==> src/hdl/cle_pkg.sv <==
// ----------------------------------------------------------------------------
// cle_pkg
// Shared types and constants of the circular list engine: operation and
// status codes, and the command and status groups between the controller
// and the datapath.
// ----------------------------------------------------------------------------
`timescale 1ns / 1ps

package cle_pkg;

    // Default sizing of the node store.
    localparam int CLE_CAPACITY   = 16;
    localparam int CLE_DATA_WIDTH = 32;

    // Request operation codes.
    typedef enum logic [2:0] {
        OP_INS_HEAD  = 3'd0,
        OP_INS_TAIL  = 3'd1,
        OP_INS_AFTER = 3'd2,
        OP_DEL_HEAD  = 3'd3,
        OP_DEL_TAIL  = 3'd4,
        OP_DEL_VALUE = 3'd5,
        OP_SEARCH    = 3'd6,
        OP_CLEAR     = 3'd7
    } t_op;

    // Result status codes.
    typedef enum logic [1:0] {
        ST_OK        = 2'd0,
        ST_EMPTY     = 2'd1,
        ST_NOT_FOUND = 2'd2,
        ST_FULL      = 2'd3
    } t_status;

    // Commands from the controller to the datapath.
    typedef struct packed {
        logic    capture;    // take the request payload
        logic    walk_init;  // start a walk at the head
        logic    walk_step;  // move the walk on by one node
        logic    hit;        // keep the matching node and its successor
        logic    ins_setup;  // insert between tail and head
        logic    alloc;      // take a slot and write its value
        logic    link_new;   // write the link of the new node
        logic    link_pred;  // link the predecessor to the new node
        logic    unlink;     // bypass the node being removed
        logic    free_slot;  // return the removed node to the free list
        logic    clear;      // drop every element
        logic    set_st;     // record an error status
        t_status st;
        logic    load_out;   // load the result register
    } t_cmd;

    // Status from the datapath to the controller.
    typedef struct packed {
        t_op  op;
        logic empty;
        logic full;
        logic hit;
        logic last;
        logic out_busy;
    } t_stat;

endpackage

==> src/hdl/cle_ifs.sv <==
// ----------------------------------------------------------------------------
// cle_ifs
// Valid/ready channels of the circular list engine: the request channel and
// the result channel.
// ----------------------------------------------------------------------------
`timescale 1ns / 1ps

interface cle_req_if;
    logic               valid;
    logic               ready;
    logic [2:0]         op;
    logic signed [31:0] value;
    logic signed [31:0] anchor;

    modport source (output valid, output op, output value, output anchor, input ready);
    modport sink   (input valid, input op, input value, input anchor, output ready);
endinterface

interface cle_rsp_if;
    logic       valid;
    logic       ready;
    logic [1:0] status;
    logic [3:0] position;
    logic [4:0] length;
    logic       is_empty;

    modport source (output valid, output status, output position, output length,
                    output is_empty, input ready);
    modport sink   (input valid, input status, input position, input length,
                    input is_empty, output ready);
endinterface

==> src/hdl/cle_ram.sv <==
// ----------------------------------------------------------------------------
// cle_ram
// Generic simple dual-port RAM: one write port and one read port with a
// registered read.
// ----------------------------------------------------------------------------
`timescale 1ns / 1ps

module cle_ram #(
    parameter int WIDTH = 32,
    parameter int DEPTH = 16
) (
    input  logic                     i_clk,
    input  logic                     i_we,
    input  logic [$clog2(DEPTH)-1:0] i_waddr,
    input  logic [WIDTH-1:0]         i_wdata,
    input  logic [$clog2(DEPTH)-1:0] i_raddr,
    output logic [WIDTH-1:0]         o_rdata
);

    logic [WIDTH-1:0] r_mem [DEPTH];
    logic [WIDTH-1:0] r_rdata;

    // Write port and registered read port.
    always_ff @(posedge i_clk) begin
        if (i_we) begin
            r_mem[i_waddr] <= i_wdata;
        end
        r_rdata <= r_mem[i_raddr];
    end

    assign o_rdata = r_rdata;

endmodule

==> src/hdl/cle_ctrl.sv <==
// ----------------------------------------------------------------------------
// cle_ctrl
// Controller of the circular list engine. Sequences one request at a time
// through dispatch, the list walk, the insert or remove steps and the
// hand-over to the result register.
// ----------------------------------------------------------------------------
`timescale 1ns / 1ps

module cle_ctrl import cle_pkg::*; (
    input  logic  i_clk,
    input  logic  i_rst_n,
    input  logic  i_in_valid,
    output logic  o_in_ready,
    input  t_stat i_stat,
    output t_cmd  o_cmd
);

    typedef enum logic [8:0] {
        S_IDLE     = 9'b000000001,
        S_DISPATCH = 9'b000000010,
        S_WALK     = 9'b000000100,
        S_INS_A    = 9'b000001000,
        S_INS_B    = 9'b000010000,
        S_INS_C    = 9'b000100000,
        S_DEL_A    = 9'b001000000,
        S_DEL_B    = 9'b010000000,
        S_FINISH   = 9'b100000000
    } t_state;

    t_state r_state;
    t_state n_state;

    // State register.
    always_ff @(posedge i_clk) begin
        if (!i_rst_n) begin
            r_state <= S_IDLE;
        end else begin
            r_state <= n_state;
        end
    end

    assign o_in_ready = (r_state == S_IDLE);

    // Next state and commands.
    always_comb begin
        n_state = r_state;
        o_cmd   = '0;
        case (r_state)
            S_IDLE: begin
                if (i_in_valid) begin
                    o_cmd.capture = 1'b1;
                    n_state       = S_DISPATCH;
                end
            end
            S_DISPATCH: begin
                case (i_stat.op)
                    OP_INS_HEAD, OP_INS_TAIL: begin
                        if (i_stat.full) begin
                            o_cmd.set_st = 1'b1;
                            o_cmd.st     = ST_FULL;
                            n_state      = S_FINISH;
                        end else begin
                            o_cmd.ins_setup = 1'b1;
                            n_state         = S_INS_A;
                        end
                    end
                    OP_INS_AFTER: begin
                        if (i_stat.empty) begin
                            o_cmd.set_st = 1'b1;
                            o_cmd.st     = ST_EMPTY;
                            n_state      = S_FINISH;
                        end else if (i_stat.full) begin
                            o_cmd.set_st = 1'b1;
                            o_cmd.st     = ST_FULL;
                            n_state      = S_FINISH;
                        end else begin
                            o_cmd.walk_init = 1'b1;
                            n_state         = S_WALK;
                        end
                    end
                    OP_DEL_HEAD, OP_DEL_TAIL, OP_DEL_VALUE, OP_SEARCH: begin
                        if (i_stat.empty) begin
                            o_cmd.set_st = 1'b1;
                            o_cmd.st     = ST_EMPTY;
                            n_state      = S_FINISH;
                        end else begin
                            o_cmd.walk_init = 1'b1;
                            n_state         = S_WALK;
                        end
                    end
                    default: begin
                        o_cmd.clear = 1'b1;
                        n_state     = S_FINISH;
                    end
                endcase
            end
            S_WALK: begin
                if (i_stat.hit) begin
                    o_cmd.hit = 1'b1;
                    if (i_stat.op == OP_INS_AFTER) begin
                        n_state = S_INS_A;
                    end else if (i_stat.op inside {OP_DEL_HEAD, OP_DEL_TAIL, OP_DEL_VALUE}) begin
                        n_state = S_DEL_A;
                    end else begin
                        n_state = S_FINISH;
                    end
                end else if (i_stat.last) begin
                    o_cmd.set_st = 1'b1;
                    o_cmd.st     = ST_NOT_FOUND;
                    n_state      = S_FINISH;
                end else begin
                    o_cmd.walk_step = 1'b1;
                end
            end
            S_INS_A: begin
                o_cmd.alloc = 1'b1;
                n_state     = S_INS_B;
            end
            S_INS_B: begin
                o_cmd.link_new = 1'b1;
                n_state        = S_INS_C;
            end
            S_INS_C: begin
                o_cmd.link_pred = 1'b1;
                n_state         = S_FINISH;
            end
            S_DEL_A: begin
                o_cmd.unlink = 1'b1;
                n_state      = S_DEL_B;
            end
            S_DEL_B: begin
                o_cmd.free_slot = 1'b1;
                n_state         = S_FINISH;
            end
            S_FINISH: begin
                if (!i_stat.out_busy) begin
                    o_cmd.load_out = 1'b1;
                    n_state        = S_IDLE;
                end
            end
            default: begin
                n_state = S_IDLE;
            end
        endcase
    end

endmodule

==> src/hdl/cle_datapath.sv <==
// ----------------------------------------------------------------------------
// cle_datapath
// Datapath of the circular list engine: node value and link memories, the
// head, tail, count and free-list registers, the walk cursor and the result
// register.
// ----------------------------------------------------------------------------
`timescale 1ns / 1ps

module cle_datapath import cle_pkg::*; #(
    parameter int CAPACITY   = CLE_CAPACITY,
    parameter int DATA_WIDTH = CLE_DATA_WIDTH
) (
    input  logic               i_clk,
    input  logic               i_rst_n,
    input  t_cmd               i_cmd,
    output t_stat              o_stat,
    input  logic [2:0]         i_op,
    input  logic signed [31:0] i_value,
    input  logic signed [31:0] i_anchor,
    input  logic               i_out_ready,
    output logic               o_out_valid,
    output logic [1:0]         o_status,
    output logic [3:0]         o_position,
    output logic [4:0]         o_length,
    output logic               o_is_empty
);

    localparam int IDX_W = $clog2(CAPACITY);
    localparam int CNT_W = $clog2(CAPACITY + 1);

    // Request and walk registers.
    t_op                   r_op;
    logic [DATA_WIDTH-1:0] r_val;
    logic [DATA_WIDTH-1:0] r_anc;
    t_status               r_status;
    logic [IDX_W-1:0]      r_pos;
    logic [IDX_W-1:0]      r_cur;
    logic [IDX_W-1:0]      r_prev;
    logic [IDX_W-1:0]      r_next;
    logic [IDX_W-1:0]      r_slot;
    logic [IDX_W-1:0]      r_k;
    logic                  r_pop;

    // List state. Slots are handed out from a fill count of never-used
    // slots or from a free list threaded through the link memory; the free
    // list holds r_fresh - r_count entries.
    logic [IDX_W-1:0]      r_head;
    logic [IDX_W-1:0]      r_tail;
    logic [IDX_W-1:0]      r_free_head;
    logic [CNT_W-1:0]      r_count;
    logic [CNT_W-1:0]      r_fresh;

    // Result register.
    logic                  r_out_valid;
    t_status               r_out_status;
    logic [3:0]            r_out_pos;
    logic [4:0]            r_out_len;
    logic                  r_out_empty;

    logic [DATA_WIDTH+31:0] value_wide;
    logic [DATA_WIDTH+31:0] anchor_wide;
    logic [DATA_WIDTH-1:0]  key;
    logic [DATA_WIDTH-1:0]  value_rdata;
    logic [IDX_W-1:0]       link_rdata;
    logic [IDX_W-1:0]       raddr;
    logic                   link_we;
    logic [IDX_W-1:0]       link_waddr;
    logic [IDX_W-1:0]       link_wdata;
    logic [IDX_W-1:0]       alloc_slot;
    logic                   pop_now;
    logic                   empty;
    logic                   full;
    logic                   many;
    logic                   last;
    logic                   hit;
    logic [IDX_W+3:0]       pos_wide;
    logic [CNT_W+4:0]       len_wide;

    // Values are sign-extended from 32 bits and kept in DATA_WIDTH bits.
    assign value_wide  = {{DATA_WIDTH{i_value[31]}}, i_value};
    assign anchor_wide = {{DATA_WIDTH{i_anchor[31]}}, i_anchor};
    assign key         = (r_op == OP_INS_AFTER) ? r_anc : r_val;

    assign empty   = (r_count == '0);
    assign full    = (r_count == CNT_W'(CAPACITY));
    assign many    = (r_count > CNT_W'(1));
    assign last    = ((CNT_W'(r_k) + CNT_W'(1)) == r_count);
    assign pop_now = (r_fresh != r_count);

    assign alloc_slot = pop_now ? r_free_head : r_fresh[IDX_W-1:0];

    // Match condition of the walk for each operation.
    always_comb begin
        case (r_op)
            OP_DEL_HEAD:                           hit = 1'b1;
            OP_DEL_TAIL:                           hit = last;
            OP_INS_AFTER, OP_DEL_VALUE, OP_SEARCH: hit = (value_rdata == key);
            default:                               hit = 1'b0;
        endcase
    end

    assign o_stat.op       = r_op;
    assign o_stat.empty    = empty;
    assign o_stat.full     = full;
    assign o_stat.hit      = hit;
    assign o_stat.last     = last;
    assign o_stat.out_busy = r_out_valid && !i_out_ready;

    // Read address: the walk follows the link just read, allocation reads
    // the link of the first free slot, otherwise the head.
    always_comb begin
        if (i_cmd.walk_step) begin
            raddr = link_rdata;
        end else if (i_cmd.alloc) begin
            raddr = r_free_head;
        end else begin
            raddr = r_head;
        end
    end

    // Link memory write selection.
    always_comb begin
        link_we    = 1'b0;
        link_waddr = r_slot;
        link_wdata = r_next;
        if (i_cmd.link_new) begin
            link_we    = 1'b1;
            link_waddr = r_slot;
            link_wdata = empty ? r_slot : r_next;
        end else if (i_cmd.link_pred) begin
            link_we    = !empty;
            link_waddr = r_cur;
            link_wdata = r_slot;
        end else if (i_cmd.unlink) begin
            link_we    = many;
            link_waddr = r_prev;
            link_wdata = r_next;
        end else if (i_cmd.free_slot) begin
            link_we    = 1'b1;
            link_waddr = r_cur;
            link_wdata = r_free_head;
        end
    end

    cle_ram #(
        .WIDTH (DATA_WIDTH),
        .DEPTH (CAPACITY)
    ) u_value_ram (
        .i_clk   (i_clk),
        .i_we    (i_cmd.alloc),
        .i_waddr (alloc_slot),
        .i_wdata (r_val),
        .i_raddr (raddr),
        .o_rdata (value_rdata)
    );

    cle_ram #(
        .WIDTH (IDX_W),
        .DEPTH (CAPACITY)
    ) u_link_ram (
        .i_clk   (i_clk),
        .i_we    (link_we),
        .i_waddr (link_waddr),
        .i_wdata (link_wdata),
        .i_raddr (raddr),
        .o_rdata (link_rdata)
    );

    // List state and result valid.
    always_ff @(posedge i_clk) begin
        if (!i_rst_n) begin
            r_head      <= '0;
            r_tail      <= '0;
            r_free_head <= '0;
            r_count     <= '0;
            r_fresh     <= '0;
            r_out_valid <= 1'b0;
        end else begin
            if (i_cmd.clear) begin
                r_count <= '0;
                r_fresh <= '0;
                r_tail  <= '0;
            end
            if (i_cmd.alloc && !pop_now) begin
                r_fresh <= r_fresh + CNT_W'(1);
            end
            if (i_cmd.link_new && r_pop) begin
                r_free_head <= link_rdata;
            end
            if (i_cmd.link_pred) begin
                if (empty) begin
                    r_head <= r_slot;
                    r_tail <= r_slot;
                end else begin
                    case (r_op)
                        OP_INS_HEAD: r_head <= r_slot;
                        OP_INS_TAIL: r_tail <= r_slot;
                        OP_INS_AFTER: begin
                            if (r_cur == r_tail) begin
                                r_tail <= r_slot;
                            end
                        end
                        default: ;
                    endcase
                end
                r_count <= r_count + CNT_W'(1);
            end
            if (i_cmd.unlink) begin
                if (many) begin
                    if (r_cur == r_tail) begin
                        r_tail <= r_prev;
                    end
                    if (r_cur == r_head) begin
                        r_head <= r_next;
                    end
                end else begin
                    r_tail <= '0;
                end
            end
            if (i_cmd.free_slot) begin
                r_free_head <= r_cur;
                r_count     <= r_count - CNT_W'(1);
            end
            if (i_cmd.load_out) begin
                r_out_valid <= 1'b1;
            end else if (i_out_ready) begin
                r_out_valid <= 1'b0;
            end
        end
    end

    // Request payload, walk cursor and result payload.
    always_ff @(posedge i_clk) begin
        if (i_cmd.capture) begin
            r_op     <= t_op'(i_op);
            r_val    <= value_wide[DATA_WIDTH-1:0];
            r_anc    <= anchor_wide[DATA_WIDTH-1:0];
            r_status <= ST_OK;
            r_pos    <= '0;
        end
        if (i_cmd.set_st) begin
            r_status <= i_cmd.st;
        end
        if (i_cmd.walk_init) begin
            r_cur  <= r_head;
            r_prev <= r_tail;
            r_k    <= '0;
        end
        if (i_cmd.walk_step) begin
            r_prev <= r_cur;
            r_cur  <= link_rdata;
            r_k    <= r_k + IDX_W'(1);
        end
        if (i_cmd.hit) begin
            r_next <= link_rdata;
            r_pos  <= (r_op == OP_INS_AFTER) ? (r_k + IDX_W'(1)) : r_k;
        end
        if (i_cmd.ins_setup) begin
            r_cur  <= r_tail;
            r_next <= r_head;
            r_pos  <= (r_op == OP_INS_TAIL) ? r_count[IDX_W-1:0] : '0;
        end
        if (i_cmd.alloc) begin
            r_slot <= alloc_slot;
            r_pop  <= pop_now;
        end
        if (i_cmd.load_out) begin
            r_out_status <= r_status;
            r_out_pos    <= pos_wide[3:0];
            r_out_len    <= len_wide[4:0];
            r_out_empty  <= empty;
        end
    end

    assign pos_wide = {4'b0, r_pos};
    assign len_wide = {5'b0, r_count};

    assign o_out_valid = r_out_valid;
    assign o_status    = r_out_status;
    assign o_position  = r_out_pos;
    assign o_length    = r_out_len;
    assign o_is_empty  = r_out_empty;

endmodule

==> src/hdl/circular_list_engine_core.sv <==
// Per request: a failed size check or a clear goes from dispatch to the result load,
// insert at the head or tail runs the insert steps, and search, delete and insert
// after walk the list one node per cycle, delete and insert after then running the
// remove or insert steps; delete at the head walks one node, delete at the tail all.
// Throughput: one request at a time, the next transfer follows the result load.
// Reset: synchronous active low; the list is empty after reset.
// ----------------------------------------------------------------------------
// circular_list_engine_core
// Bounded circular singly linked list engine: one list operation per request,
// one result per request.
// ----------------------------------------------------------------------------
`timescale 1ns / 1ps

module circular_list_engine_core import cle_pkg::*; #(
    parameter int CAPACITY   = CLE_CAPACITY,
    parameter int DATA_WIDTH = CLE_DATA_WIDTH
) (
    input  logic        i_clk,
    input  logic        i_rst_n,
    cle_req_if.sink     i_req,
    cle_rsp_if.source   o_rsp
);

    t_cmd  cmd;
    t_stat stat;

    // Request sequencing.
    cle_ctrl u_ctrl (
        .i_clk      (i_clk),
        .i_rst_n    (i_rst_n),
        .i_in_valid (i_req.valid),
        .o_in_ready (i_req.ready),
        .i_stat     (stat),
        .o_cmd      (cmd)
    );

    // List storage and result register.
    cle_datapath #(
        .CAPACITY   (CAPACITY),
        .DATA_WIDTH (DATA_WIDTH)
    ) u_datapath (
        .i_clk       (i_clk),
        .i_rst_n     (i_rst_n),
        .i_cmd       (cmd),
        .o_stat      (stat),
        .i_op        (i_req.op),
        .i_value     (i_req.value),
        .i_anchor    (i_req.anchor),
        .i_out_ready (o_rsp.ready),
        .o_out_valid (o_rsp.valid),
        .o_status    (o_rsp.status),
        .o_position  (o_rsp.position),
        .o_length    (o_rsp.length),
        .o_is_empty  (o_rsp.is_empty)
    );

endmodule

==> src/flat_wrapper.sv <==
// flat-port wrapper written by rule: the top's interface ports become plain ports
module circular_list_engine_core_flat import cle_pkg::*;
#(
    parameter int CAPACITY   = CLE_CAPACITY,
    parameter int DATA_WIDTH = CLE_DATA_WIDTH
)
  (i_clk, i_rst_n, i_req_valid, i_req_op, i_req_value, i_req_anchor, i_req_ready, o_rsp_valid, o_rsp_status, o_rsp_position, o_rsp_length, o_rsp_is_empty, o_rsp_ready);
  cle_req_if i_req_i ();
  cle_rsp_if o_rsp_i ();
  input  logic i_clk;
  input  logic i_rst_n;
  input wire logic [$bits(i_req_i.valid)-1:0] i_req_valid;
  input wire logic [$bits(i_req_i.op)-1:0] i_req_op;
  input wire logic [$bits(i_req_i.value)-1:0] i_req_value;
  input wire logic [$bits(i_req_i.anchor)-1:0] i_req_anchor;
  output wire logic [$bits(i_req_i.ready)-1:0] i_req_ready;
  output wire logic [$bits(o_rsp_i.valid)-1:0] o_rsp_valid;
  output wire logic [$bits(o_rsp_i.status)-1:0] o_rsp_status;
  output wire logic [$bits(o_rsp_i.position)-1:0] o_rsp_position;
  output wire logic [$bits(o_rsp_i.length)-1:0] o_rsp_length;
  output wire logic [$bits(o_rsp_i.is_empty)-1:0] o_rsp_is_empty;
  input wire logic [$bits(o_rsp_i.ready)-1:0] o_rsp_ready;
  assign i_req_i.valid = i_req_valid;
  assign i_req_i.op = i_req_op;
  assign i_req_i.value = i_req_value;
  assign i_req_i.anchor = i_req_anchor;
  assign i_req_ready = i_req_i.ready;
  assign o_rsp_valid = o_rsp_i.valid;
  assign o_rsp_status = o_rsp_i.status;
  assign o_rsp_position = o_rsp_i.position;
  assign o_rsp_length = o_rsp_i.length;
  assign o_rsp_is_empty = o_rsp_i.is_empty;
  assign o_rsp_i.ready = o_rsp_ready;
  circular_list_engine_core #(.CAPACITY(CAPACITY), .DATA_WIDTH(DATA_WIDTH)) u_core (.i_clk(i_clk), .i_rst_n(i_rst_n), .i_req(i_req_i), .o_rsp(o_rsp_i));
endmodule
==> config.mk <==
export PLATFORM = sky130hd
export DESIGN_NAME = circular_list_engine_core_flat
export DESIGN_NICKNAME = d
export VERILOG_FILES = /design/src/hdl/cle_pkg.sv /design/src/hdl/cle_ifs.sv /design/src/hdl/cle_ram.sv /design/src/hdl/cle_ctrl.sv /design/src/hdl/cle_datapath.sv /design/src/hdl/circular_list_engine_core.sv /design/src/flat_wrapper.sv
export SDC_FILE = /design/constraint.sdc
export NUM_CORES = 1
export LEC_CHECK = 0
export ABC_AREA = 0
export BUFFER_PORTS_ARGS = -buffer_cell sky130_fd_sc_hd__buf_2
export CORE_MARGIN = 2
export CORE_UTILIZATION = 62
export CTS_CLUSTER_DIAMETER = 100
export CTS_CLUSTER_SIZE = 14
export DETAILED_ROUTE_END_ITERATION = 8
export GPL_TIMING_DRIVEN = 0
export PLACE_DENSITY = 0.79
export SLEW_MARGIN = 30
export SYNTH_ARGS = -nofsm -noshare
export SYNTH_HDL_FRONTEND = slang
export SYNTH_SLANG_ARGS = --single-unit
export TNS_END_PERCENT = 30
==> constraint.sdc <==
create_clock -name i_clk -period 6.9 [get_ports i_clk]
set_input_delay 0.69 -clock i_clk [delete_from_list [all_inputs] [get_ports i_clk]]
set_output_delay 0.69 -clock i_clk [all_outputs]
set_load 0.02 [all_outputs]
==> impl_metrics.toml, run 1 <==
[clock_network]
cts-htree-levels = 2
ctsResizeCount = 0
clockBufferDepth = 3
cts_tree = "built"
clockRootBuffer = "clkbuf_16"
ctsHoldBuffers = 0
cts_made_buffers = 59
insertion_delay_ns = 0.64
cts_setup_buffers = 0
path_clk_slew_ns = 0.08
clock-sinks = 750

[route]
routed_wl_um = 83600
vias = 20500
initialDrtViolationCount = 3083
avgViaCountPerCell = 6.79
ant_nets = 0
wl_per_cell_um = 27.7
dr.pass1.iters = 8
drc_errors = 0

[critical_path]
crit_arrival_ns = 6.46
required_ns = 7.36
crit_type = "register to register"
reg2reg_slack_ns = 0.89
reg2reg_from = "u_core.u_datapath.r_op[0]"
crit_path_end_kind = "register"
startpoint_type = "register"
worstReg2RegEnd = "u_core.u_datapath.u_value_ram.o_rdata[20]"
crit_fanout = 10
ff2ff_path_depth = 13

[grt]
grt_pass1_wl_um = 124000
antenna_found_initial = 1
grt_pass1_vias = 19900
grt_overflow = 0
grt_max_degree = 51
track_usage_pct = 32.0

[floorplanning]
fp.dieArea_mm2 = 0.0521
die_x_um = 228
io_pins = 85
coreArea_mm2 = 0.0499
die_h_um = 228
fp-row-count = 82
start_util_pct = 62.5

[sta]
hold_violations = 0
rsz0062_at_grt = "false"
worstMarginPinSlew_ns = 1.02
fin_crit_sh_pct = 87.1
period_minus_slack_ns = 6.01
skew_ns = 0.0244
finalSetupTns_ns = 0
fmax_mhz = 166
drv_slew = 0
setup_viol = 0
relSlewSlack_pct = 30.5
holdWs_ns = 0.231

[pwr]
irDropWorstVdd_mv = 0.371
p_per_area_mw_per_mm2 = 248
leakagePower_nw = 12.8

[placed_design]
finalWeightedCongestion = 0.969
portBuffers = 83
dpl.hpwl_um = 56600

[yosys]
ys_warn_count = 0
async_flop_share_pct = 0
syn_inst = 2123
synth_edf_count = 682
ys_ff_latch = 750
yosysSeqAreaShare_pct = 70.0
synth_area_leaders = "edfxtp_1, mux2i_1, dfxtp_1"
syn-num-nets = 2199
yosys.area.top_type = "edfxtp_1"
synth_cell_types = 78
synth_top_area_share_pct = 65.7
synth.cell_area_mm2 = 0.0312
synth_flop_cell = "edfxtp_1"
syn_area_per_cell_um2 = 14.7

[cells_and_area]
final_common_cell = "edfxtp_1"
diodes = 0
register_area_mm2 = 0.0218
layout.nets = 2366
final_cell_mix = "edfxtp_1, mux2i_1, clkbuf_1"
area_growth_pct = 12.0
multi_input_area_mm2 = 0.00871
nFillCells = 3208
drive_above_1_share_pct = 11.9

[min_path]
hold-path-cell-count = 1
hold_start = "i_req_value[31]"
hold_class = "primary input to register"
hold-path-endpoint = "u_core.u_datapath.r_val[31]"

[job]
max_cap_viol_count = 0

[status]
outcome = "completed"
## layout make-up
cell class,count,area share (%)
flip-flops and latches,750,62.5
multi-input cells,1192,24.9
clock buffers,110,4.90
repair buffers,106,2.85
well taps,672,2.41
plain buffers,143,1.91
inverters,38,0.408
clock inverters,2,0.0824
## logic make-up (layout without fill, tap and decap cells)
logic type | after synthesis | in the layout | share of synthesized area (%)
AOI/OAI and AO/OA | 478 | 478 | 11.0
buffers and inverters | 181 | 399 | 2.60
muxes | 221 | 221 | 7.35
DFF | 750 | 750 | 70.0
xor gates and xnor gates | 43 | 43 | 1.21
adders and majority gates | 5 | 5 | 0.201
and+or+nand+nor | 445 | 445 | 7.61
## routing by layer
metal  up-vias  routed length (um)  global-route usage, %
met5         -                  11                      0
met4         2                4230                   14.9
met3       262                8540                   5.81
met2      1387               38900                   50.5
met1     10100               31900                   43.7
li1       8764                   -                      -
## registers in the layout (all words and copies together), names as in the netlist, 5 cells and up
signal and flops:
u_core.u_ctrl.r_state 9, u_core.u_datapath.r_val 32, u_core.u_datapath.r_anc 32, u_core.u_datapath.r_count 5, u_core.u_datapath.u_link_ram.r_mem 64, u_core.u_datapath.u_value_ram.o_rdata 32
u_core.u_datapath.r_fresh 5, u_core.u_datapath.u_value_ram.r_mem 512, u_core.u_datapath.o_length 5
## cell usage after synthesis (26+ instances only)
master,n
a21oi_1,136
nand4_1,114
o21ai_0,29
nand2_1,67
o22a_1,73
mux2i_1,174
clkbuf_1,99
edfxtp_1,682
inv_1,37
dfxtp_1,68
nor2_1,91
o31ai_1,110
mux2_1,26
nand3_1,52
## critical path, cell delays in order (launching register included)
cell and delay (ns):
edfxtp_1 0.56, or3b_1 0.16, buf_2 0.19, clkbuf_1 0.70, o221ai_1 0.29, a221oi_1 0.53
nand4_2 0.24, o21ai_1 0.40, buf_2 0.33, mux2i_2 0.83, clkbuf_1 0.59, a21oi_1 0.17
a2111oi_0 0.57, nand3_1 0.25
## metrics by stage
step / utilization, % / cell area, um^2 / power, mW / instances / setup WS (ns)
2_1_floorplan: - / 31200 / 5.39 / 2123 / 2.90
3_3_place_gp: 65.1 / 32400 / 5.55 / 2878 / 1.05
3_5_place_dp: 66.6 / 33200 / 5.56 / 2901 / 1.19
4_1_cts: 70.0 / 34900 / 8.68 / 3013 / 1.18
5_1_grt: 70.1 / 34900 / 8.90 / 3013 / 0.774
6_report: 70.1 / 34900 / 8.68 / 3013 / 0.893
## worst max-delay path by stage
| stage | from | to | slack [ns] | depth (start not counted) |
|---|---|---|---|---|
| after global placement | u_core.u_datapath.r_count[0] | u_core.u_datapath.u_value_ram.r_mem[3][17] | 1.05 | 8 |
| after detailed placement | u_core.u_datapath.r_op[0] | u_core.u_datapath.u_value_ram.o_rdata[20] | 1.19 | 13 |
| after global routing | u_core.u_datapath.r_op[0] | u_core.u_datapath.u_value_ram.o_rdata[20] | 0.77 | 13 |
| after CTS | u_core.u_datapath.r_op[0] | u_core.u_datapath.u_value_ram.o_rdata[20] | 1.18 | 13 |
| after floorplan | u_core.u_datapath.r_count[0] | u_core.u_datapath.u_value_ram.r_mem[2][0] | 2.90 | 8 |
| final | u_core.u_datapath.r_op[0] | u_core.u_datapath.u_value_ram.o_rdata[20] | 0.89 | 13 |
## power by group
group	internal [mW]	switching [mW]
sequential	5.08	0.154
clock	1.66	1.54
combinational	0.0844	0.154
Power figures use the tool's default switching activity.
==> run 2: changes to the inputs <==
- CORE_UTILIZATION: 62 -> 67
- GPL_TIMING_DRIVEN: 0 -> not set
- PLACE_DENSITY: 0.79 -> 0.85
- REMOVE_ABC_BUFFERS: not set -> 1
==> impl_metrics.toml, run 2 (same netlist as run 1, synthesis figures left out) <==
[status]
outcome = "completed"

[sta]
fin_crit_sh_pct = 89.1
rsz0062_at_grt = "false"
fmax_mhz = 163
relSlewSlack_pct = 30.8
period_minus_slack_ns = 6.15
skew_ns = 0.0343
setup_viol = 0
worstMarginPinSlew_ns = 1.04
hold_violations = 0
drv_slew = 0
setup_ws_ns = 0.751

[cells_and_area]
area_growth_pct = 9.63
layout.nets = 2249
diodes = 0
regMostFlops = "u_core.u_datapath.u_value_ram.r_mem"
drive_above_1_share_pct = 12.4
final_cell_mix = "edfxtp_1, mux2i_1, a21oi_1"
final_cell_count_no_fill = 2830
final_common_cell = "edfxtp_1"
largest_reg_flops = 512
nFillCells = 2736
reg.largest.list = "u_core.u_datapath.u_value_ram.r_mem (512), u_core.u_datapath.u_link_ram.r_mem (64)"

[placed_design]
dp_cells = 2719
place_ws_ns = 0.832
dpl.hpwl_um = 46300
finalWeightedCongestion = 0.930
portBuffers = 84

[route]
avgViaCountPerCell = 7.13
dr.pass1.iters = 7
vias = 20200
wl_per_cell_um = 27.8
ant_nets = 0
initialDrtViolationCount = 3216
drc_errors = 0
routed_wl_um = 78800

[pwr]
power_mw = 8.61
irDropWorstVdd_mv = 0.238
p_clk_share_pct = 36.6
leakagePower_nw = 12.5
p_seq_share_pct = 60.6
intPower_mw = 6.79
p_sw_share_pct = 21.2
p_per_area_mw_per_mm2 = 252
p_switching_mw = 1.82
share_comb_of_total_power_pct = 2.8

[critical_path]
ff2ff_path_depth = 12
reg2reg_slack_ns = 0.75
crit_path_end_kind = "register"
startpoint_type = "register"
required_ns = 7.40
crit_type = "register to register"
worstReg2RegEnd = "u_core.u_datapath.u_value_ram.o_rdata[30]"
crit_fanout = 61
reg2reg_from = "u_core.u_datapath.r_op[2]"
crit_arrival_ns = 6.65

[floorplanning]
coreArea_mm2 = 0.0463
io_pins = 85
fp.dieArea_mm2 = 0.0483
start_util_pct = 67.4
die_x_um = 220
die_h_um = 220
fp-row-count = 79

[clock_network]
ctsHoldBuffers = 0
cts-htree-levels = 2
cts_setup_buffers = 0
clockBufferDepth = 3
insertion_delay_ns = 0.66
path_clk_slew_ns = 0.08
clockRootBuffer = "clkbuf_16"
clock-sinks = 750
ctsResizeCount = 0
cts_made_buffers = 59
cts_tree = "built"

[grt]
use_met3_pct = 7.43
track_usage_pct = 32.8
grt_pass1_vias = 19800
grt_max_degree = 85
grt_overflow = 0
grt_pass1_wl_um = 117000
use_met2_pct = 51.4
antenna_found_initial = 3
met1_usage_pct = 42.1
grt_busiest_layer = "met2"

[min_path]
hold_start = "i_req_value[28]"
hold-path-endpoint = "u_core.u_datapath.r_val[28]"
hold-path-cell-count = 1
hold_class = "primary input to register"

[job]
max_cap_viol_count = 0
run 2: cell types whose count changed in the layout (fill, tap and decap cells not counted), sizes merged:
| cell | change |
|---|---|
| clkbuf | -102 |
| clkinv | +2 |
| buf | -18 |
run 2: per-layer routing:
metal / vias up / share of wire, %
met4: 2 / 6.3
met3: 382 / 11
li1: 8528 / -
met5: - / 0.014
met2: 1537 / 47
met1: 9721 / 36
run 2: worst max path at each step:
stage,from,end,depth (start not counted)
6_report,u_core.u_datapath.r_op[2],u_core.u_datapath.u_value_ram.o_rdata[30],12
5_1_grt,u_core.u_datapath.r_op[2],u_core.u_datapath.u_value_ram.o_rdata[30],12
4_1_cts,u_core.u_datapath.r_op[2],u_core.u_datapath.u_value_ram.o_rdata[30],12
3_5_place_dp,u_core.u_datapath.r_op[2],u_core.u_datapath.u_value_ram.o_rdata[30],12
3_3_place_gp,u_core.u_datapath.r_op[2],u_core.u_datapath.u_value_ram.o_rdata[30],12
2_1_floorplan,u_core.u_datapath.r_op[2],u_core.u_datapath.u_value_ram.o_rdata[15],10
run 2: final cells by class:
type	instances	area, um^2	share of cell area [%]
inverter	38	143	0.417
multi-input combinational	1192	8850	25.9
clock buffer	107	1660	4.85
clock inverter	4	77.6	0.227
timing repair buffer	132	860	2.51
tap	607	759	2.22
sequential	750	21800	63.9
run 2: through the flow:
| stage | utilization [%] | setup TNS, ns | instance area, um^2 | hold slack [ns] |
|---|---|---|---|---|
| after floorplan | - | -828.96 | 30500 | 0.400 |
| after global placement | 70.0 | 0 | 32400 | 0.405 |
| after detailed placement | 70.1 | 0 | 32400 | 0.405 |
| after CTS | 73.9 | 0 | 34200 | 0.181 |
| after global routing | 73.9 | 0 | 34200 | 0.193 |
| final | 73.9 | 0 | 34200 | 0.206 |
run 2: worst max-delay path, cell delays in order (launching register included):
cell and delay [ns]:
edfxtp_1 0.71, or3b_2 0.88, nor3_1 0.28, a221oi_1 0.07
a2111oi_1 0.91, nand4_2 0.40, and3_4 0.47, nor3_2 0.41
buf_12 0.42, buf_4 0.38, mux2_1 0.36, a2111oi_0 0.47
nand3_1 0.14
run 2: power by group through the flow:
stage,clock network [mW],registers (mW),logic (mW)
5_1_grt,3.33,5.22,0.256
2_1_floorplan,0,5.26,0.130
6_report,3.16,5.22,0.241
4_1_cts,3.17,5.21,0.234
3_5_place_dp,0,5.31,0.232
3_3_place_gp,0,5.30,0.224
